===== config.mk =====
export PLATFORM = sky130hd
export DESIGN_NAME = bpsa_finish
export DESIGN_NICKNAME = d
export VERILOG_FILES = /design/src/sv/bpsa_pkg.sv /design/src/sv/bpsa_finish.sv
export SDC_FILE = /design/constraint.sdc
export NUM_CORES = 1
export LEC_CHECK = 0
export BUFFER_PORTS_ARGS = -buffer_cell sky130_fd_sc_hd__buf_4
export CORE_AREA = 2 2 108 110
export DETAILED_ROUTE_END_ITERATION = 6
export DIE_AREA = 0 0 110 112
export HOLD_SLACK_MARGIN = 0.08
export SETUP_SLACK_MARGIN = 0.3
export SLEW_MARGIN = 20
export SYNTH_ARGS = -nofsm -noshare
export SYNTH_HDL_FRONTEND = slang
export SYNTH_SLANG_ARGS = --single-unit
export TNS_END_PERCENT = 100

===== constraint.sdc =====
create_clock -name clk -period 0.8 [get_ports clk]
set_input_delay 0.08 -clock clk [delete_from_list [all_inputs] [get_ports clk]]
set_output_delay 0.08 -clock clk [all_outputs]
set_load 0.01 [all_outputs]

===== src/sv/bpsa_pkg.sv =====
// ----------------------------------------------------------------------------
// bpsa_pkg
// Shared widths, constants, types and the arctangent step table of the
// bilinear patch slope angle unit.
// ----------------------------------------------------------------------------
package bpsa_pkg;

    localparam int HEIGHT_W = 16;  // corner height
    localparam int DIFF_W   = 17;  // difference of two heights
    localparam int FRAC_W   = 17;  // Q0.16 position, one included
    localparam int PROD_W   = 35;  // signed 17 x signed 18 product
    localparam int MAG_W    = 32;  // magnitude of an interpolated difference
    localparam int SCALE_W  = 16;
    localparam int ANGLE_W  = 15;  // Q3.13
    localparam int XW       = 44;  // CORDIC x and y datapath
    localparam int ZW       = 33;  // CORDIC angle accumulator, Q2.30
    localparam int ATAN_LEN = 24;  // entries in the step table

    localparam logic [FRAC_W-1:0]  FRAC_ONE  = 17'd65536;
    localparam logic [ANGLE_W-1:0] ANGLE_MAX = 15'd12868;  // pi/2 in Q3.13

    typedef struct packed {
        logic signed [XW-1:0] x;
        logic signed [XW-1:0] y;
        logic signed [ZW-1:0] z;
    } cordic_vec_t;

    typedef struct packed {
        logic neg;   // height difference below zero
        logic zero;  // height difference exactly zero
    } angle_flags_t;

    typedef struct packed {
        cordic_vec_t  vx;
        cordic_vec_t  vy;
        angle_flags_t fx;
        angle_flags_t fy;
    } cordic_item_t;

    // atan(2^-i) in Q2.30, truncated
    function automatic logic [ZW-1:0] atan_q30(input logic [4:0] idx);
        logic [ZW-1:0] v;
        begin
            case (idx)
                5'd0:    v = 33'd843314856;
                5'd1:    v = 33'd497837829;
                5'd2:    v = 33'd263043836;
                5'd3:    v = 33'd133525158;
                5'd4:    v = 33'd67021686;
                5'd5:    v = 33'd33543515;
                5'd6:    v = 33'd16775850;
                5'd7:    v = 33'd8388437;
                5'd8:    v = 33'd4194282;
                5'd9:    v = 33'd2097149;
                5'd10:   v = 33'd1048575;
                5'd11:   v = 33'd524287;
                5'd12:   v = 33'd262143;
                5'd13:   v = 33'd131071;
                5'd14:   v = 33'd65535;
                5'd15:   v = 33'd32767;
                5'd16:   v = 33'd16383;
                5'd17:   v = 33'd8191;
                5'd18:   v = 33'd4095;
                5'd19:   v = 33'd2047;
                5'd20:   v = 33'd1023;
                5'd21:   v = 33'd511;
                5'd22:   v = 33'd255;
                5'd23:   v = 33'd127;
                default: v = '0;
            endcase
            return v;
        end
    endfunction

endpackage


===== src/sv/bpsa_finish.sv =====
// ----------------------------------------------------------------------------
// bpsa_finish
// Round the accumulated angles to Q3.13, clamp to pi/2, apply the sign and
// register the result with its strobe.
// ----------------------------------------------------------------------------
module bpsa_finish import bpsa_pkg::*;
(
    input  logic                      clk,
    input  logic                      rst_n,
    input  logic                      in_valid,
    input  cordic_item_t              in_item,
    output logic                      done,
    output logic signed [ANGLE_W-1:0] angle_x,
    output logic signed [ANGLE_W-1:0] angle_y
);

    logic                      done_reg;
    logic signed [ANGLE_W-1:0] angle_x_reg, angle_y_reg;

    function automatic logic [ANGLE_W-1:0] finish_angle(
        input logic [ZW-1:0] z,
        input angle_flags_t  f
    );
        logic [ZW-1:0]      zc;
        logic [ZW-1:0]      sum;
        logic [ANGLE_W-1:0] r;
        begin
            zc  = z[ZW-1] ? '0 : z;
            sum = zc + ZW'(1 << 16);
            r   = sum[17 +: ANGLE_W];
            if (r > ANGLE_MAX)
                r = ANGLE_MAX;
            if (f.zero)
                r = '0;
            else if (f.neg)
                r = -r;
            return r;
        end
    endfunction

    always_ff @(posedge clk or negedge rst_n)
    begin
        if (!rst_n)
            done_reg <= 1'b0;
        else
            done_reg <= in_valid;
    end

    always_ff @(posedge clk)
    begin
        angle_x_reg <= $signed(finish_angle(in_item.vx.z, in_item.fx));
        angle_y_reg <= $signed(finish_angle(in_item.vy.z, in_item.fy));
    end

    assign done    = done_reg;
    assign angle_x = angle_x_reg;
    assign angle_y = angle_y_reg;

endmodule


# After elaboration in Yosys (flattened, before gate mapping)
# Cells that the tools add are included.
# classes
order_cmp	2
muxes	6
n_addsub	4
# op_table
cell	n
$add A32 B17 Y32 const B	2
$mux W32	2
$mux W15	4
$gt A15 B14 Y1 const B	2
$neg A15 Y15	2
# totals
inputBits	249
wordCells	15
out_inout_bits	31
register_bits	31

# Depth between registers and ports, before layout
# Gate-level depths: netlist of the first run.
# logic_depth
ltp_word	6
mapped_depth	22

# Least setup slack after synthesis of the first run
# No wires, ideal clock.
# synth_timing
kind	input to register
start	input port in_item[36] (netlist bit)
end	register angle_y_reg[12] (netlist: angle_y[12])
arrival_time_ns	4.115
setup_ns	0.130
path_stages	20
path_slack_ns	-3.445
path_buffers	3
required_time_ns	0.670
path_cell_list	buf_2 clkbuf_1 clkbuf_1 nor2b_1 ha_1 and4_1 and3_1 mux2_2 or3_1 o221a_2 o21ai_2 o41ai_2 nand2_1 ha_1 nor3b_1 nand2_1 nor4_1 nor3b_1 or3_1 a31oi_1
# synth_between
elab_chain_len	6
# synth_lines
item	line_no	rtl
from (decl)	bpsa_finish.sv:11	input cordic_item_t in_item,
$mux W32 (*)	bpsa_finish.sv:28	zc = z[ZW-1] ? '0 : z;
$add A32 B17 Y32 (*)	bpsa_finish.sv:29	sum = zc + ZW'(1 << 16);
$gt A15 B14 Y1	bpsa_finish.sv:31	if (r > ANGLE_MAX)
$mux W15 (*)	bpsa_finish.sv:31	
$neg A15 Y15	bpsa_finish.sv:36	r = -r;
$mux W15 (*)	bpsa_finish.sv:35	else if (f.neg)
to (signal assigned)	bpsa_finish.sv:52	angle_y_reg <= $signed(finish_angle(in_item.vy.z, in_item.fy));
to (decl)	bpsa_finish.sv:18	logic signed [ANGLE_W-1:0] angle_x_reg, angle_y_reg;
# Mark *: on every way between the ends. The rest lies on a longest branch, timed or not.
# A chain may end at the register's enable or synchronous reset.

# Worst setup path after layout of the first run
# layout_timing
start	input port in_item[36] (netlist bit)
end	register angle_y_reg[8] (netlist: angle_y[8])
# Same word-level chain as after synthesis.

==> flow_summary.ini, run 1 <==
[power]
p_per_area_nw_per_um2 = 1088
total_power_w = 0.006989
irDropWorstVdd_uv = 817.4
cellLeakagePower_nw = 2.795

[timing]
worstMarginPinSlew_ns = 0.3735
finalSetupViolCount = 32
setup_slack_ns = -2.317
rsz0062_at_grt = true
final.min_clock_period_ns = 3.117
fmax_ghz = 0.3209
timing.hold.ws_ns = -0.08305
hold_viol = 1
relSlewSlack = 0.7492
maxSlewViolCount = 0
period_share = 3.896

[floorplanning]
die_area_um2 = 12320
fp.dieH_um = 112
core_um2 = 11170
fp.dieW_um = 110
ios = 280
row_count = 39
initial_core_util = 0.2856

[grt]
antenna_found_initial = 0
grt_usage = 0.1947
gr-total-overflow = 0
grt_pass1_vias = 4260
grt_max_degree = 18
grt_pass1_wl_um = 19360

[clock_tree]
root_buffer = clkbuf_16
cts_hold_buf = 1
cts_made_buffers = 5
cts.path.max_buffers = 2
cts_tree = done
clk_pin_slew_ns = 0.05
h-tree-depth = 2
clock_sinks = 31

[setup_path]
required_ns = 0.95
cp-start-kind = input pin
path_class = in -> reg
cp-startpoint = in_item[36]
critPathMaxFanout = 4
arrival_ns = 3.27
cp-end-kind = flop

[finish]
nFillCells = 953
antenna_cells = 0
regArea_um2 = 661.9
multi_input_area_um2 = 3151
syn_to_final_growth_pct = 101.3
nNetsFinal = 923
drive_gt1_frac = 0.6095

[drt]
via_per_inst = 5.176
drt-initial-drc-count = 166
routed_wl_um = 12280
drc = 0
wl_per_cell_um = 15.09
detailroute.via_count = 4213
final_antenna_net_count = 0
dr.pass1.iters = 4

[logic_synthesis]
ys_seq_area_frac = 0.1960
ys_async_sr_fraction = 0.03226
ys_seq_elements = 31
yosysWarnings = 0
synthFlopType = dfxtp_1
synth_area_per_cell_um2 = 7.564
syn-num-nets = 675
netlist_area_um2 = 3192
syn_inst = 422
synth_edf_count = 0
synth_cell_types = 75

[place]
globalplace.congestion = 0.8744
portBuffers = 71
place_hpwl_um = 9370
place_ws_ns = -2.779

[worst_hold_path]
hp-class = in -> reg
min_from = in_valid

[run]
drv_cap = 0

[outcome]
failed_checks = negative hold slack, negative setup slack
run_status = complete, but fails checks
cell families (layout without fill, tap and decap cells):
| logic type | Yosys count | after routing | share of synthesized area |
|---|---|---|---|
| simple gates | 227 | 227 | 0.4171 |
| mux | 24 | 24 | 0.07958 |
| fa+ha+maj | 4 | 4 | 0.01568 |
| buf+inv | 30 | 279 | 0.03998 |
| compound gates | 92 | 92 | 0.2133 |
| xor+xnor | 14 | 14 | 0.03842 |
| flops | 31 | 31 | 0.1960 |
cell type report:
cell class                 count  share of cell area
clock inverter                 2            0.005454
multi-input combinational    361              0.4905
timing repair buffer         260              0.3452
inverter                      11            0.006428
tap                          143             0.02785
clock buffer                   6             0.02162
sequential                    31              0.1030
worst max-delay path: stages:
cell and delay [ns]:
buf_8 0.11, nor2b_4 0.13, ha_4 0.14, and4_4 0.24, and3_4 0.19, mux2_4 0.30, or3_4 0.33, o221a_4 0.23
o21ai_4 0.16, o41ai_4 0.11, nand2_1 0.08, ha_2 0.17, nor3b_4 0.22, nand2_2 0.12, buf_4 0.15, buf_6 0.12
nor3_4 0.11, nor3_1 0.06, a21oi_1 0.11, o221ai_1 0.11
Yosys cell counts, types with 3 or more instances:
master,instances,area share
and2_1,6,0.012
o31ai_1,3,0.0071
a311oi_1,3,0.0082
inv_1,11,0.013
xor2_1,3,0.0082
nor3b_1,4,0.0094
o21bai_1,3,0.0071
a31oi_1,7,0.014
xnor2_1,11,0.030
o21ai_0,10,0.016
nand2_1,38,0.045
o221ai_1,6,0.016
o311ai_0,3,0.0082
a31o_2,4,0.011
nand2b_1,6,0.012
clkbuf_1,11,0.013
and3_1,19,0.037
and4_1,5,0.014
nand3_1,20,0.031
nand4_1,10,0.020
dfxtp_1,30,0.19
a21oi_1,17,0.027
mux2_2,11,0.039
nor4_1,10,0.020
ha_1,4,0.016
a21o_1,3,0.0071
nor3_2,3,0.0094
a211oi_1,4,0.0094
nand4b_1,3,0.0082
nor3_1,13,0.020
or3_1,14,0.027
buf_2,6,0.0094
nor2b_1,20,0.039
a211o_1,3,0.0082
nor2_1,33,0.039
mux2i_1,13,0.041
cells in the final DEF, fill, tap and decap left out, types with 4 or more instances in the layout:
cell type,Yosys,routed
mux2_4,0,5
or3_4,0,4
buf_8,0,4
clkbuf_16,0,5
nor2_1,33,32
a21oi_1,17,14
mux2_2,11,6
nand4_1,10,10
nand3_1,20,15
dfxtp_2,0,29
nand3_2,1,4
a31o_2,4,4
o21ai_1,2,4
nor3_4,0,4
nor3_1,13,11
or3_1,14,10
buf_4,0,202
a31oi_1,7,4
nor2b_1,20,16
mux2i_1,13,11
nor4_4,0,7
xnor2_1,11,11
and3_1,19,14
buf_6,1,50
and3_4,1,6
o21ai_0,10,7
inv_1,11,11
nor2b_4,0,4
nand2b_1,6,4
nand2_1,38,32
and2_1,6,5
per-layer routing:
| metal | share of wire | up-vias | GRT usage |
|---|---|---|---|
| met5 | 0 | - | 0 |
| met4 | 0.0098 | 0 | 0.04641 |
| met3 | 0.034 | 9 | 0.02342 |
| met2 | 0.56 | 89 | 0.3787 |
| met1 | 0.40 | 2008 | 0.2176 |
| li1 | - | 2107 | - |
final timing paths:
| path | end | slack, ns | cells past startpoint |
|---|---|---|---|
| setup / recovery | angle_y[8] | -2.32 | 20 |
| hold / removal | done | -0.08 | 1 |
| max in group asynchronous | done | 0.60 | 2 |
| min in group asynchronous | done | 0.12 | 2 |
power breakdown:
part           total, W  leakage, nW  switching [W]  internal (W)
clock network   0.00221       0.0868       0.000664       0.00155
logic           0.00299         2.44        0.00135       0.00164
registers       0.00179        0.269      0.0000744       0.00172
per-stage QoR:
step	instance area, um2	std cells	utilization	setup TNS [ns]
2_1_floorplan	3481	422	-	-66.87
3_3_place_gp	5295	782	0.4739	-65.29
3_5_place_dp	5295	782	0.4739	-66.81
4_1_cts	6082	800	0.5443	-53.73
5_1_grt	6424	814	0.5749	-58.88
6_report	6424	814	0.5749	-55.60
timing repair:
item,CTS,global route
buffers inserted,8,14
hold endpoints to repair,2,1
resized for setup,126,52
endpoints found under the setup margin,61,61
pin swaps,34,27
cloned,1,0
(Power assumes the default switching activity.)
==> run 2: changes to the inputs <==
--- a/config.mk
+++ b/config.mk
@@ -5,10 +5,11 @@
 export SDC_FILE = /design/constraint.sdc
 export NUM_CORES = 1
 export LEC_CHECK = 0
+export ABC_AREA = 1
 export BUFFER_PORTS_ARGS = -buffer_cell sky130_fd_sc_hd__buf_4
-export CORE_AREA = 2 2 108 110
+export CORE_AREA = 2 2 107 109
 export DETAILED_ROUTE_END_ITERATION = 6
-export DIE_AREA = 0 0 110 112
+export DIE_AREA = 0 0 109 111
 export HOLD_SLACK_MARGIN = 0.08
 export SETUP_SLACK_MARGIN = 0.3
 export SLEW_MARGIN = 20
==> run 2 against run 1 <==
The flow still finishes with violations (negative hold slack, negative setup slack). Global-route usage down 2.3 points. Critical path depth increased by 3. Critical endpoint is now angle_x[12]. Sequential power about the same. Sequential share of layout area increased by 0.17 points. Area after synthesis is 2.1% lower. Fmax grew 29%. Synthesized cell count is 26% higher. Core utilization fell by 0.43 points. Sequential cell count stayed put. Non-clock buffer count is 15 lower.
==> flow_summary.ini, run 2 <==
[power]
switching_power_w = 0.002336
seqPwrFrac = 0.255
swShare = 0.3318
cellLeakagePower_nw = 3.153
irDropWorstVdd_uv = 784.6
p_per_area_nw_per_um2 = 1114
pwr-share-comb = 0.462
clkPwrFrac = 0.282
internal_power_w = 0.004703

[logic_synthesis]
yosys.area.top_type_share = 0.1922
yosysWarnings = 0
synth_area_per_cell_um2 = 5.895
yosys-top-cells-area = dfxtp_1, nand2_1, nor2_1
synthFlopType = dfxtp_1
netlist_area_um2 = 3124
synth.most_common_cell = nand2_1
ys_seq_elements = 31
ys_async_sr_fraction = 0.03226
syn_inst = 530
synth_edf_count = 0
ys_seq_area_frac = 0.2002
synthTopCellsByCount = nand2_1, nor2_1, inv_1
yosysTopAreaCell = dfxtp_1
synth_cell_types = 39
syn-num-nets = 783

[setup_path]
critPathMaxFanout = 5
cp-start-kind = input pin
arrival_ns = 2.59
path_class = in -> reg
required_ns = 0.97
cp-end-kind = flop
cp-startpoint = in_item[157]

[grt]
gr-total-overflow = 0
gr-usage-met3 = 0.02352
grt_pass1_vias = 4017
gr-usage-met1 = 0.1950
grt_usage = 0.1720
grt_pass1_wl_um = 17280
antenna_found_initial = 0
grt-busiest-layer = met2
globalRouteMet2Util = 0.3251
grt_max_degree = 14

[place]
portBuffers = 71
place_hpwl_um = 7679
placed_area_um2 = 4811
globalplace.congestion = 0.9243
place_ws_ns = -1.950

[drt]
final_antenna_net_count = 0
drc = 0
via_per_inst = 4.629
wl_per_cell_um = 12.31
dr.pass1.iters = 5
routed_wl_um = 11270
detailroute.via_count = 4240
drt-initial-drc-count = 116

[clock_tree]
cts_made_buffers = 5
clk_pin_slew_ns = 0.05
cts_hold_buf = 1
cts_tree = done
cts.path.max_buffers = 2
root_buffer = clkbuf_16
clock_sinks = 31
h-tree-depth = 2

[finish]
nNetsFinal = 1025
drive_gt1_frac = 0.6352
post-route-cell-area_um2 = 6320
syn_to_final_growth_pct = 102.3
antenna_cells = 0
nFillCells = 931
final_cell_mix = buf_4, nand2_1, inv_1, nor2_1, buf_6
layout_commonest_cell = buf_4

[timing]
fmax_ghz = 0.4138
final.min_clock_period_ns = 2.417
finalSetupViolCount = 31
maxSlewViolCount = 0
relSlewSlack = 0.7020
timing.hold.ws_ns = -0.08861
hold_viol = 1
period_share = 3.021
setup_slack_ns = -1.617
rsz0062_at_grt = true
worstMarginPinSlew_ns = 0.4450

[worst_hold_path]
min_from = in_valid
hp-class = in -> reg

[floorplanning]
fp.dieH_um = 111
core_um2 = 11080
row_count = 39
fp.dieW_um = 109
die_area_um2 = 12100
ios = 280
initial_core_util = 0.2821

[outcome]
failed_checks = negative hold slack, negative setup slack
run_status = complete, but fails checks

[run]
drv_cap = 0
run 2: changes by cell type after synthesis, sizes merged, moves of 9 or more:
cell and change:
nor4 -12, mux2 -11, nor2 +71, xnor2 -9
nor3 -10, nand3 +35, inv +71, and3 -18
clkbuf -9, nor2b -20, or3 -14, nand2 +124
mux2i -13
run 2: path summary, 6_finish.rpt:
| check | cells after the start | slack, ns | end |
|---|---|---|---|
| max | 23 | -1.62 | angle_x[12] |
| min in group asynchronous | 2 | 0.11 | done |
| min | 1 | -0.09 | done |
| max in group asynchronous | 2 | 0.61 | done |
run 2: cells by family (layout without fill, tap and decap cells):
kind of cell / after synthesis / count (layout) / share of synthesized area
compound gates: 49 / 49 / 0.08450
buf+inv: 92 / 335 / 0.1326
simple gates: 348 / 348 / 0.5403
flops: 31 / 31 / 0.2002
xor+xnor: 6 / 6 / 0.02643
fa+ha+maj: 4 / 4 / 0.01602
run 2: layer usage:
layer,wire length [um],share of wire
met1,4295,0.38
met2,6278,0.56
met3,446,0.040
met4,255,0.023
met5,0,0
run 2: critical path: stages:
cell and delay [ns]:
buf_12 0.11, nor2_4 0.12, ha_4 0.16, nand2_4 0.07, inv_4 0.06, nand2_4 0.05
nor2_4 0.14, buf_4 0.12, nand4_1 0.12, nand2_1 0.15, nor2_2 0.07, and2_4 0.17
nand3_4 0.08, nand2_4 0.09, nand2_4 0.09, ha_4 0.14, inv_4 0.04, nor2_4 0.10
nand3_4 0.10, nor2_4 0.20, nand3_2 0.13, a21oi_1 0.14, nor2_1 0.05
run 2: power by group through the flow:
stage                     clock, W  sequential, W  combinational (W)
after floorplan                  0        0.00184            0.00114
after global placement           0        0.00177            0.00232
after detailed placement         0        0.00178            0.00235
after CTS                  0.00202        0.00180            0.00280
after global routing       0.00208        0.00181            0.00352
final                      0.00199        0.00180            0.00325
run 2: what timing repair did:
item	CTS	global route
gates cloned	1	0
endpoints found under the setup margin	61	61
pin swaps	63	60
endpoints found under the hold margin	8	3
resized for setup	139	125
buffers inserted	32	21
run 2: cell type report:
cell class | count | area, um2 | share of cell area
multi-input combinational | 407 | 2838 | 0.4490
sequential | 31 | 661.9 | 0.1047
tap | 143 | 178.9 | 0.02831
timing repair buffer | 245 | 2122 | 0.3358
clock buffer | 8 | 156.4 | 0.02475
inverter | 82 | 362.8 | 0.05741
run 2: per-stage QoR:
| stage | TNS, ns | utilization | power, W | instances |
|---|---|---|---|---|
| finish | -42.39 | 0.5705 | 0.007039 | 916 |
| global route | -47.10 | 0.5705 | 0.007406 | 916 |
| CTS | -38.49 | 0.5137 | 0.006622 | 895 |
| detailed placement | -49.64 | 0.4343 | 0.004130 | 853 |
| global placement | -47.93 | 0.4343 | 0.004096 | 853 |
| floorplan | -41.09 | - | 0.002984 | 530 |
