[src/sv/bpsa_pkg.sv]
// ----------------------------------------------------------------------------
// bpsa_pkg
// Shared widths, constants, types and the arctangent step table of the
// bilinear patch slope angle unit.
// ----------------------------------------------------------------------------
package bpsa_pkg;

    localparam int HEIGHT_W = 16;  // corner height
    localparam int DIFF_W   = 17;  // difference of two heights
    localparam int FRAC_W   = 17;  // Q0.16 position, one included
    localparam int PROD_W   = 35;  // signed 17 x signed 18 product
    localparam int MAG_W    = 32;  // magnitude of an interpolated difference
    localparam int SCALE_W  = 16;
    localparam int ANGLE_W  = 15;  // Q3.13
    localparam int XW       = 44;  // CORDIC x and y datapath
    localparam int ZW       = 33;  // CORDIC angle accumulator, Q2.30
    localparam int ATAN_LEN = 24;  // entries in the step table

    localparam logic [FRAC_W-1:0]  FRAC_ONE  = 17'd65536;
    localparam logic [ANGLE_W-1:0] ANGLE_MAX = 15'd12868;  // pi/2 in Q3.13

    typedef struct packed {
        logic signed [XW-1:0] x;
        logic signed [XW-1:0] y;
        logic signed [ZW-1:0] z;
    } cordic_vec_t;

    typedef struct packed {
        logic neg;   // height difference below zero
        logic zero;  // height difference exactly zero
    } angle_flags_t;

    typedef struct packed {
        cordic_vec_t  vx;
        cordic_vec_t  vy;
        angle_flags_t fx;
        angle_flags_t fy;
    } cordic_item_t;

    // atan(2^-i) in Q2.30, truncated
    function automatic logic [ZW-1:0] atan_q30(input logic [4:0] idx);
        logic [ZW-1:0] v;
        begin
            case (idx)
                5'd0:    v = 33'd843314856;
                5'd1:    v = 33'd497837829;
                5'd2:    v = 33'd263043836;
                5'd3:    v = 33'd133525158;
                5'd4:    v = 33'd67021686;
                5'd5:    v = 33'd33543515;
                5'd6:    v = 33'd16775850;
                5'd7:    v = 33'd8388437;
                5'd8:    v = 33'd4194282;
                5'd9:    v = 33'd2097149;
                5'd10:   v = 33'd1048575;
                5'd11:   v = 33'd524287;
                5'd12:   v = 33'd262143;
                5'd13:   v = 33'd131071;
                5'd14:   v = 33'd65535;
                5'd15:   v = 33'd32767;
                5'd16:   v = 33'd16383;
                5'd17:   v = 33'd8191;
                5'd18:   v = 33'd4095;
                5'd19:   v = 33'd2047;
                5'd20:   v = 33'd1023;
                5'd21:   v = 33'd511;
                5'd22:   v = 33'd255;
                5'd23:   v = 33'd127;
                default: v = '0;
            endcase
            return v;
        end
    endfunction

endpackage

[src/sv/bpsa_cordic_stage.sv]
// ----------------------------------------------------------------------------
// bpsa_cordic_stage
// One registered vectoring step of the CORDIC, applied to both vectors.
// ----------------------------------------------------------------------------
module bpsa_cordic_stage import bpsa_pkg::*;
#(
    parameter int SHIFT = 0
)
(
    input  logic         clk,
    input  logic         rst_n,
    input  logic         in_valid,
    input  cordic_item_t in_item,
    output logic         out_valid,
    output cordic_item_t out_item
);

    localparam logic [ZW-1:0] ATAN_STEP = atan_q30(SHIFT[4:0]);

    cordic_item_t item_next;
    cordic_item_t item_reg;
    logic         valid_reg;

    // rotate toward the x axis by atan(2^-SHIFT)
    function automatic cordic_vec_t rotate(input cordic_vec_t v);
        cordic_vec_t          r;
        logic signed [XW-1:0] xs, ys, dx, dy;
        begin
            xs = v.x;
            ys = v.y;
            dx = ys >>> SHIFT;
            dy = xs >>> SHIFT;
            if (!ys[XW-1])
            begin
                r.x = xs + dx;
                r.y = ys - dy;
                r.z = v.z + $signed(ATAN_STEP);
            end
            else
            begin
                r.x = xs - dx;
                r.y = ys + dy;
                r.z = v.z - $signed(ATAN_STEP);
            end
            return r;
        end
    endfunction

    always_comb
    begin
        item_next    = in_item;
        item_next.vx = rotate(in_item.vx);
        item_next.vy = rotate(in_item.vy);
    end

    always_ff @(posedge clk or negedge rst_n)
    begin
        if (!rst_n)
            valid_reg <= 1'b0;
        else
            valid_reg <= in_valid;
    end

    always_ff @(posedge clk)
    begin
        item_reg <= item_next;
    end

    assign out_valid = valid_reg;
    assign out_item  = item_reg;

endmodule

[config.mk]
export PLATFORM = sky130hd
export DESIGN_NAME = bpsa_cordic_stage
export DESIGN_NICKNAME = d
export VERILOG_FILES = /design/src/sv/bpsa_pkg.sv /design/src/sv/bpsa_cordic_stage.sv
export SDC_FILE = /design/constraint.sdc
export NUM_CORES = 1
export LEC_CHECK = 0
export BUFFER_PORTS_ARGS = -buffer_cell sky130_fd_sc_hd__buf_2
export CORE_MARGIN = 2
export CORE_UTILIZATION = 29
export DETAILED_ROUTE_END_ITERATION = 12
export GPL_ROUTABILITY_DRIVEN = 0
export PLACE_DENSITY_LB_ADDON = 0.08
export SETUP_SLACK_MARGIN = 0.1
export SYNTH_ARGS = -nofsm -noshare
export SYNTH_HDL_FRONTEND = slang
export SYNTH_SLANG_ARGS = --single-unit
export TNS_END_PERCENT = 50
[constraint.sdc]
create_clock -name clk -period 0.8 [get_ports clk]
set_clock_uncertainty 0.15 [all_clocks]
set_input_delay 0.16 -clock clk [delete_from_list [all_inputs] [get_ports clk]]
set_output_delay 0.16 -clock clk [all_outputs]
set_load 0.01 [all_outputs]
After elaboration in Yosys (flattened, before gate mapping)

Cells that the tools add are included.

Register bits: 247
Word-level logic and storage cells: 23

$add $sub $neg: 10
Muxes and demuxes: 2

Operators by type and width:

| operator                                                              | count |
|---|---|
| 121-bit 2-to-1 mux                                                    | 2 |
| 44-bit subtractor                                                     | 4 |
| 44-bit adder                                                          | 2 |
| 33-bit by 31-bit adder with 33-bit output, second input constant      | 2 |
| 33-bit by 31-bit subtractor with 33-bit output, second input constant | 2 |

Longest topological paths before layout

Gate-level depths: netlist of the first run.

Depth in word-level cells: 2
Gate-level depth with buffers: 15
Gate-level depth less buffers: 13

Worst setup path after synthesis of the first run

Ideal clock, no wire load.

Path type: input -> register
Start point: input in_item[80] (netlist name)
End point: register item_reg (netlist bit out_item[36])
Library setup time: 72 ps
Data arrival time: 3,446 ps
Data required time: 578 ps
Setup slack: -2,868 ps
Cell stages on the path: 15
Cells stage by stage: clkbuf_1 inv_2 clkbuf_1 ha_1 clkbuf_1 a21o_1 a21oi_1 o21ai_0 a31oi_1 a21boi_1 and4_1 a2111oi_4 o21ai_1 a221oi_2 xnor2_1

RTL lines:

| item                   | RTL line                | RTL |
|---|---|---|
| start: declaration     | bpsa_cordic_stage.sv:13 | `input cordic_item_t in_item,` |
| end signal: assignment | bpsa_cordic_stage.sv:66 | `item_reg <= item_next;` |
| end: declaration       | bpsa_cordic_stage.sv:21 | `cordic_item_t item_reg;` |

==> impl_metrics.yaml, run 1 <==
placed_design:
  pre_cts_ws_ns: -2.75
  hpwl_um: 94300
  port_buffers: 495
status:
  status: "finished with violations"
  violations: "negative hold slack, negative setup slack"
worst_setup_path:
  cp_max_fo: 4
  crit_type: "in2reg"
  end_kind: "register"
  start_kind: "primary input"
  cp.required_ns: 1.12
  arrival_ns: 2.89
power_and_ir_drop:
  seq_power_share: 0.234
  power_frac_clock: 0.258
  p_comb_frac: 0.508
  leakagePower_nw: 21.1
  powerDensity_mw_per_mm2: 1580
  power.switching_mw: 26.0
  switching_share: 0.374
  finalPower_mw: 69.6
  p_int_mw: 43.5
  irDropWorstVdd_uv: 1370
die:
  start_util: 0.293
  fp.coreArea_mm2: 0.0820
  dieArea_mm2: 0.0851
  rows: 105
  die-height_um: 292
  die_w_um: 292
  io_pins: 496
clock_tree:
  cts-buffers-inserted: 36
  h-tree-depth: 2
  clockBufferDepth: 3
  clkSinkCount: 245
  path_clk_slew_ns: 0.06
  cts_tree: "yes"
  cts.hold.buffers_added: 15
  cts_root_buf: "clkbuf_16"
timing:
  worstMarginPinSlew_ns: 1.07
  rsz0062_at_grt: "true"
  fin_crit_ns: 2.57
  hold_viol_final: 84
  fin_crit_sh: 3.21
  setup_ws_ns: -1.77
  setup_viol: 473
  slew_headroom: 0.285
  slew_violations: 0
  tns_ns: -407.52
  fmax_mhz: 389
  whs_ns: -0.367
routing:
  dr.pass1.iters: 5
  drc: 0
  wl_per_cell_um: 19.0
  via_count: 29934
  vias_per_cell: 4.92
  routed_wl_um: 116000
  drt-initial-drc-count: 1682
  postRouteAntennaNets: 0
logic_synthesis:
  synthCells: 3161
  synth_top_area_frac: 0.203
  async_reset_ff_frac: 0.00408
  synth.avg_cell_area_um2: 7.60
  synth-main-ff-cell: "dfxtp_1"
  ys_top_cells_by_area: "dfxtp_1 20%, ha_1 18%, a21oi_1 8.8%"
  synth_area_leader_cell: "dfxtp_1"
  ys_ff_latch: 245
  ys_warn_count: 0
  synth-edff-count: 0
  ys_top_cells_by_count: "421 x a21oi_1, 346 x ha_1, 280 x inv_1"
  synth-seq-area-share: 0.204
  synth_nets: 3764
  netlist_area_mm2: 0.0240
  synth_cell_types: 90
  yosysMostFrequentCell: "a21oi_1"
run:
  cap_viol_max_count: 0
layout:
  finish.net_count: 5581
  final.fill_count: 7908
  drive_above_1_share: 0.518
  syn2layout_area_growth_pct: 83.7
worst_hold_path:
  hold_class: "in2reg"
grt:
  grt_max_degree: 90
  grt_pass1_vias: 29704
  grt_pass1_wl_um: 172000
  grt.total_usage: 0.258
  grt_overflow_total: 0
  antenna_found_initial: 13
==> metrics by stage <==
stage,utilization,area [µm²],instances
floorplan,-,25400,3161
global placement,0.463,37900,5854
detailed placement,0.463,37900,5854
CTS,0.513,42000,6010
global route,0.538,44100,6080
finish,0.538,44100,6080
==> registers in the layout, indices dropped and copies added (netlist names) <==
signal,flops
out_item,244
out_valid,1
==> final timing paths <==
check,startpoint,end,slack [ns],cells after the start
min,in_item[7],out_item[7],-0.37,2
max in group asynchronous,rst_n,out_valid,0.10,3
min in group asynchronous,rst_n,out_valid,0.29,3
max,in_item[37],out_item[75],-1.77,14
==> cells in the final DEF (no fill, tap or decap), types with 37 or more instances in the layout <==
cell	count
a21o_1	81
dfxtp_1	244
inv_1	237
xnor2_1	164
o21ai_0	122
nand2_1	146
nand4_1	45
clkbuf_16	37
o21ai_2	39
o21bai_1	76
a21oi_1	305
o21ai_1	38
buf_4	1293
buf_2	469
nor3_1	38
ha_4	63
ha_1	272
a21oi_2	89
nor2_1	217
buf_6	109
nand3_1	41
==> critical path: stages <==
cell      delay [ns]
buf_12          0.08
ha_4            0.12
inv_2           0.04
fa_2            0.35
o21ba_4         0.20
or4_4           0.42
nand4_1         0.13
and3_4          0.21
o21a_4          0.16
o21ai_4         0.07
o31a_4          0.34
a311oi_4        0.28
mux2i_1         0.12
nor4_1          0.20
==> layout make-up <==
type	count	area, µm²	area share
flip-flops and latches	245	4910	0.111
clock buffers	49	1050	0.0238
inverters	296	1240	0.0280
well taps	1070	1340	0.0304
repair buffers	1904	13800	0.312
multi-input cells	2495	21600	0.489
clock inverters	16	251	0.00570
diodes	5	12.5	0.000284
==> cell families (layout without fill, tap and decap cells) <==
kind of cell	Yosys count	after routing	synth area share
buffers and inverters	421	2265	0.0673
muxes	46	46	0.0192
xor gates and xnor gates	216	216	0.0788
AOI/OAI and AO/OA	1106	1106	0.289
adders and majority gates	354	354	0.187
and+or+nand+nor	773	773	0.154
other	0	5	0
DFF	245	245	0.204
==> power by group through the flow <==
stage               logic, mW  clock network (mW)  registers [mW]
floorplan                13.0                   0            17.5
global placement         30.5                   0            16.6
detailed placement       30.4                   0            16.5
CTS                      33.1                18.6            16.3
global route             37.8                19.0            16.5
finish                   35.3                18.0            16.3
==> routing by layer <==
metal | vias up | part of all wire | GRT usage
met5 | - | 0.000069 | 0
met3 | 184 | 0.048 | 0.0343
li1 | 14838 | - | -
met2 | 842 | 0.49 | 0.455
met1 | 14068 | 0.42 | 0.320
met4 | 2 | 0.037 | 0.0937
==> timing repair <==
item                       in CTS  in global routing
setup buffers                  79                 77
pin swaps                     227                286
cloned                          0                  0
hold endpoints to repair      126                 82
setup endpoints to repair     474                475
gates resized for setup       442                357
No activity file was read; power rests on OpenSTA's default activity.
==> run 2, diff against run 1 <==
--- a/config.mk
+++ b/config.mk
@@ -11,6 +11,7 @@
 export DETAILED_ROUTE_END_ITERATION = 12
 export GPL_ROUTABILITY_DRIVEN = 0
 export PLACE_DENSITY_LB_ADDON = 0.08
+export RECOVER_POWER = 100
 export SETUP_SLACK_MARGIN = 0.1
 export SYNTH_ARGS = -nofsm -noshare
 export SYNTH_HDL_FRONTEND = slang
==> impl_metrics.yaml, run 2 (synthesized netlist as in run 1, its figures left out) <==
status:
  status: "finished with violations"
  violations: "negative hold slack, negative setup slack"
timing:
  slew_violations: 0
  tns_ns: -408.23
  rsz0062_at_grt: "true"
  slew_headroom: 0.276
  fin_crit_sh: 3.21
  whs_ns: -0.345
  worstMarginPinSlew_ns: 1.09
  hold_viol_final: 84
  setup_ws_ns: -1.77
  fin_crit_ns: 2.57
  fmax_mhz: 389
  setup_viol: 473
layout:
  syn2layout_area_growth_pct: 83.6
  final_common_cell: "buf_4"
  finish.net_count: 5581
  final_cell_mix: "1292 x buf_4, 468 x buf_2, 305 x a21oi_1"
  final.fill_count: 7910
  stdcell_count: 6080
  drive_above_1_share: 0.517
  largest_register_ffs: 244
  final_core_utilization: 0.538
routing:
  via_count: 29961
  dr.pass1.iters: 6
  routed_wl_um: 116000
  drc: 0
  vias_per_cell: 4.93
  postRouteAntennaNets: 0
  wl_per_cell_um: 19.0
  drt-initial-drc-count: 1642
placed_design:
  hpwl_um: 94300
  port_buffers: 495
  placedCellCount: 5854
worst_setup_path:
  cp_slowest_cell: "or4_4"
  path_cells: "buf_12, ha_4, inv_2, fa_2, o21ba_4, or4_4, nand4_1, and3_4, o21a_4, o21ai_4, o31a_4, a311oi_4, mux2i_1, nor4_1"
  path_buf_inv: 2
  start_kind: "primary input"
  crit_type: "in2reg"
  end_kind: "register"
  cp_max_fo: 4
  cp_top_family: "compound AO/OA/AOI/OAI gates"
  arrival_ns: 2.89
  cp.required_ns: 1.12
  slowest_delay_ns: 0.42
clock_tree:
  clockBufferDepth: 3
  cts_root_buf: "clkbuf_16"
  cts.hold.buffers_added: 15
  clkSinkCount: 245
  cts-buffers-inserted: 36
  cts_tree: "yes"
  path_clk_slew_ns: 0.06
  h-tree-depth: 2
die:
  rows: 105
  start_util: 0.293
  die_w_um: 292
  fp.coreArea_mm2: 0.0820
  io_pins: 496
  die-height_um: 292
  dieArea_mm2: 0.0851
power_and_ir_drop:
  irDropWorstVdd_uv: 1370
  leakagePower_nw: 21.1
  finalPower_mw: 69.6
  powerDensity_mw_per_mm2: 1580
grt:
  grt_pass1_vias: 29704
  grt_max_degree: 90
  grt.total_usage: 0.258
  grt_pass1_wl_um: 172000
  antenna_found_initial: 13
  grt_overflow_total: 0
run:
  cap_viol_max_count: 0
worst_hold_path:
  hold_class: "in2reg"
run 2: cell types whose count changed in the layout (fill, tap and decap cells not counted), sizes merged:
cell / change
clkbuf: +2
buf: -2
run 2: final cells by class:
| cell class | instances | area, µm² | area share |
|---|---|---|---|
| Clock inverter | 16 | 251 | 0.00570 |
| Multi-Input combinational cell | 2495 | 21500 | 0.489 |
| Timing Repair Buffer | 1904 | 13800 | 0.312 |
| Antenna cell | 5 | 12.5 | 0.000284 |
| Clock buffer | 49 | 1050 | 0.0238 |
| Inverter | 296 | 1240 | 0.0280 |
| Tap cell | 1070 | 1340 | 0.0304 |
| Sequential cell | 245 | 4910 | 0.111 |
run 2: routing by layer:
layer / GRT usage / routed length, µm / up-vias
met3: 0.0343 / 5550 / 186
met1: 0.320 / 48800 / 14093
li1: - / - / 14837
met5: 0 / 8 / -
met2: 0.455 / 57000 / 843
met4: 0.0937 / 4260 / 2
run 2: worst paths after layout:
check,start,endpoint,slack [ns],cells past startpoint
max,in_item[37],out_item[75],-1.77,14
min,in_item[128],out_item[128],-0.34,2
max in group asynchronous,rst_n,out_valid,0.10,3
min in group asynchronous,rst_n,out_valid,0.29,3
run 2: metrics by stage:
step                      area (µm²)  setup WS [ns]  hold WS, ns
after detailed placement       37900          -2.75       -0.213
after CTS                      42000          -1.82       -0.393
after global routing           44100          -1.82       -0.359
after global placement         37900          -2.74       -0.215
final                          44100          -1.77       -0.345
after floorplan                25400          -2.09       -0.286
run 2: what timing repair did:
action                     4_1_cts  5_1_grt
pin swaps                      227      286
resized for setup              442      357
hold endpoints to repair       126       82
setup endpoints to repair      474      475
setup buffers                   79       77
gates cloned                     0        0
run 2: power breakdown:
group / leakage, nW / internal, mW / switching [mW] / total, mW
clock: 0.641 / 11.2 / 6.79 / 18.0
combinational: 18.4 / 17.3 / 18.0 / 35.3
sequential: 2.07 / 15.1 / 1.26 / 16.3
total: 21.1 / 43.5 / 26.0 / 69.6
==> run 3, diff against run 2 <==
--- a/config.mk
+++ b/config.mk
@@ -7,7 +7,7 @@
 export LEC_CHECK = 0
 export BUFFER_PORTS_ARGS = -buffer_cell sky130_fd_sc_hd__buf_2
 export CORE_MARGIN = 2
-export CORE_UTILIZATION = 29
+export CORE_UTILIZATION = 52
 export DETAILED_ROUTE_END_ITERATION = 12
 export GPL_ROUTABILITY_DRIVEN = 0
 export PLACE_DENSITY_LB_ADDON = 0.08
==> impl_metrics.yaml, run 3 <==
clock_tree:
  clkSinkCount: 245
  h-tree-depth: 1
  cts-buffers-inserted: 30
  cts_root_buf: "clkbuf_16"
  clockBufferDepth: 3
status:
  haltStage: "global routing"
  status: "stopped before the end"
  tool.error: "[ERROR GRT-0232] Routing congestion too high. Check the congestion heatmap in the GUI."
logic_synthesis:
  synth-seq-area-share: 0.204
  synth_top_area_frac: 0.203
  synth.avg_cell_area_um2: 7.60
  synth-edff-count: 0
  synth_nets: 3764
  synth_area_leader_cell: "dfxtp_1"
  synthCells: 3161
  ys_ff_latch: 245
  async_reset_ff_frac: 0.00408
  yosysMostFrequentCell: "a21oi_1"
  synth-main-ff-cell: "dfxtp_1"
  netlist_area_mm2: 0.0240
  ys_top_cells_by_count: "421 x a21oi_1, 346 x ha_1, 280 x inv_1"
  synth_cell_types: 90
  ys_warn_count: 0
  ys_top_cells_by_area: "dfxtp_1 20%, ha_1 18%, a21oi_1 8.8%"
timing:
  grt-worst-endpoint: "out_item[73]$_DFF_P_/D"
  worst_endpoint_kind: "register data pin"
die:
  die-height_um: 219
  io_pins: 496
  rows: 78
  start_util: 0.528
  die_w_um: 219
grt:
  grt.total_usage: 1.00
  grt_max_degree: 105
  grt_overflow_total: 4550
placed_design:
  hpwl_um: 85000
  port_buffers: 495
## run 3: what timing repair did
action                     CTS
setup endpoints to repair  474
hold endpoints to repair   122
setup buffers               94
gates resized for setup    583
gates cloned                 1
pin swaps                  252
hold buffers                15
## run 3: per-stage QoR
stage / hold WS (ns) / instance area (µm²) / std cells / setup slack [ns]
after floorplan: -0.286 / 25400 / 3161 / -2.09
after global placement: -0.215 / 36500 / 5274 / -2.44
after detailed placement: -0.209 / 36500 / 5274 / -2.52
after CTS: -0.418 / 41100 / 5431 / -1.85
## run 3: kinds of logic after synthesis
family,count (synthesis),share of synthesized area
AOI/OAI and AO/OA,1106,0.289
xor gates and xnor gates,216,0.0788
adders and majority gates,354,0.187
buffers and inverters,421,0.0673
DFF,245,0.204
muxes,46,0.0192
and+or+nand+nor,773,0.154
## run 3: routing by layer
layer	track usage	GRT overflow
met1	0.866	54
met2	1.37	3513
met3	0.714	67
met4	1.18	911
met5	0.419	5
==> run 4, diff against run 3 <==
--- a/config.mk
+++ b/config.mk
@@ -7,12 +7,11 @@
 export LEC_CHECK = 0
 export BUFFER_PORTS_ARGS = -buffer_cell sky130_fd_sc_hd__buf_2
 export CORE_MARGIN = 2
-export CORE_UTILIZATION = 52
+export CORE_UTILIZATION = 40
 export DETAILED_ROUTE_END_ITERATION = 12
 export GPL_ROUTABILITY_DRIVEN = 0
-export PLACE_DENSITY_LB_ADDON = 0.08
+export PLACE_DENSITY_LB_ADDON = 0.15
 export RECOVER_POWER = 100
-export SETUP_SLACK_MARGIN = 0.1
 export SYNTH_ARGS = -nofsm -noshare
 export SYNTH_HDL_FRONTEND = slang
 export SYNTH_SLANG_ARGS = --single-unit
==> constraint.sdc (replaced) <==
create_clock -name clk -period 1.05 [get_ports clk]
set_clock_uncertainty 0.15 [all_clocks]
set_input_delay 0.21 -clock clk [delete_from_list [all_inputs] [get_ports clk]]
set_output_delay 0.21 -clock clk [all_outputs]
set_load 0.01 [all_outputs]
==> impl_metrics.yaml, run 4 (synthesized netlist as in run 1, its figures left out) <==
die:
  start_util: 0.405
  die-height_um: 249
  die_w_um: 249
  fp.coreArea_mm2: 0.0592
  io_pins: 496
  dieArea_mm2: 0.0620
  rows: 89
worst_hold_path:
  hold_class: "in2reg"
worst_setup_path:
  cp_slowest_cell: "or4_4"
  start_kind: "primary input"
  end_kind: "register"
  cp.required_ns: 1.35
  path_cells: "buf_8, ha_4, inv_2, fa_2, o21ba_4, or4_4, nand4_1, and3_4, o21a_4, o21ai_4, o31a_4, a31o_2, o211a_1, xnor2_1"
  cp_top_family: "compound AO/OA/AOI/OAI gates"
  path_buf_inv: 2
  slowest_delay_ns: 0.42
  crit_type: "in2reg"
  arrival_ns: 3.06
  cp_max_fo: 4
grt:
  grt_pass1_vias: 30405
  antenna_found_initial: 7
  grt.total_usage: 0.328
  grt_max_degree: 104
  grt_overflow_total: 0
  grt_pass1_wl_um: 164000
timing:
  worstMarginPinSlew_ns: 0.939
  fmax_mhz: 362
  rsz0062_at_grt: "true"
  slew_violations: 0
  tns_ns: -324.48
  hold_viol_final: 34
  setup_ws_ns: -1.71
  fin_crit_sh: 2.63
  slew_headroom: 0.357
  setup_viol: 470
  fin_crit_ns: 2.76
  whs_ns: -0.268
clock_tree:
  clkSinkCount: 245
  cts-buffers-inserted: 34
  cts.hold.buffers_added: 21
  clockBufferDepth: 3
  h-tree-depth: 2
  cts_root_buf: "clkbuf_16"
  cts_tree: "yes"
  path_clk_slew_ns: 0.06
layout:
  largest_register_ffs: 244
  final_common_cell: "buf_4"
  syn2layout_area_growth_pct: 86.5
  drive_above_1_share: 0.537
  final_core_utilization: 0.756
  finish.net_count: 5545
  final.fill_count: 4028
  stdcell_count: 5745
  fin_area_mm2: 0.0448
  final_cell_mix: "1201 x buf_4, 433 x buf_2, 279 x a21oi_1"
power_and_ir_drop:
  leakagePower_nw: 21.2
  p_int_mw: 32.9
  irDropWorstVdd_uv: 1350
  powerDensity_mw_per_mm2: 1190
  switching_share: 0.385
  power_frac_clock: 0.234
  p_comb_frac: 0.532
  seq_power_share: 0.234
  power.switching_mw: 20.6
placed_design:
  placedCellCount: 5459
  port_buffers: 495
  pre_cts_ws_ns: -2.39
  hpwl_um: 83000
  dpl_cell_area_mm2: 0.0368
routing:
  postRouteAntennaNets: 0
  routed_wl_um: 119000
  wl_per_cell_um: 20.7
  via_count: 32071
  drt-initial-drc-count: 2742
  drc: 0
  dr.pass1.iters: 6
  vias_per_cell: 5.58
status:
  violations: "negative hold slack, negative setup slack"
  status: "finished with violations"
run:
  cap_viol_max_count: 0
-- run 4: power by group through the flow --
stage / Clock (mW) / Sequential (mW) / Combinational [mW]
after detailed placement: 0 / 12.5 / 22.1
after global placement: 0 / 12.5 / 22.0
after global routing: 13.1 / 12.6 / 29.9
final: 12.5 / 12.5 / 28.5
after floorplan: 0 / 13.3 / 9.90
after CTS: 12.7 / 12.3 / 25.1
-- run 4: path summary, 6_finish.rpt --
check	to	depth (start not counted)	from
min	out_item[7]	2	in_item[7]
max in group asynchronous	out_valid	3	rst_n
min in group asynchronous	out_valid	3	rst_n
max	out_item[123]	14	in_item[37]
-- run 4: timing repair --
item | in CTS | in global routing
endpoints found under the setup margin | 466 | 471
gates cloned | 0 | 5
pin swaps | 309 | 323
resized for setup | 657 | 484
setup buffers | 119 | 115
endpoints found under the hold margin | 80 | 30
-- run 4: metal layers --
metal	track usage	up-vias	wire (µm)
met5	0	-	13
met3	0.0444	549	9590
met2	0.577	1818	56600
met4	0.157	2	8090
li1	-	14782	-
met1	0.393	14920	44600
-- run 4: final cells by class --
cell class                 count  area (µm²)  area share
clock buffer                  40         947      0.0211
timing repair buffer        1870       14100       0.315
multi-input combinational   2495       22300       0.498
sequential                   245        4970       0.111
antenna                        7        17.5    0.000391
clock inverter                19         233     0.00520
tap                          773         967      0.0216
inverter                     296        1270      0.0283
-- run 4: per-stage QoR --
| stage | hold WS, ns | power [mW] |
|---|---|---|
| after floorplan | -0.236 | 23.2 |
| after global placement | -0.164 | 34.5 |
| after detailed placement | -0.164 | 34.6 |
| after CTS | -0.315 | 50.1 |
| after global routing | -0.269 | 55.5 |
| final | -0.268 | 53.4 |
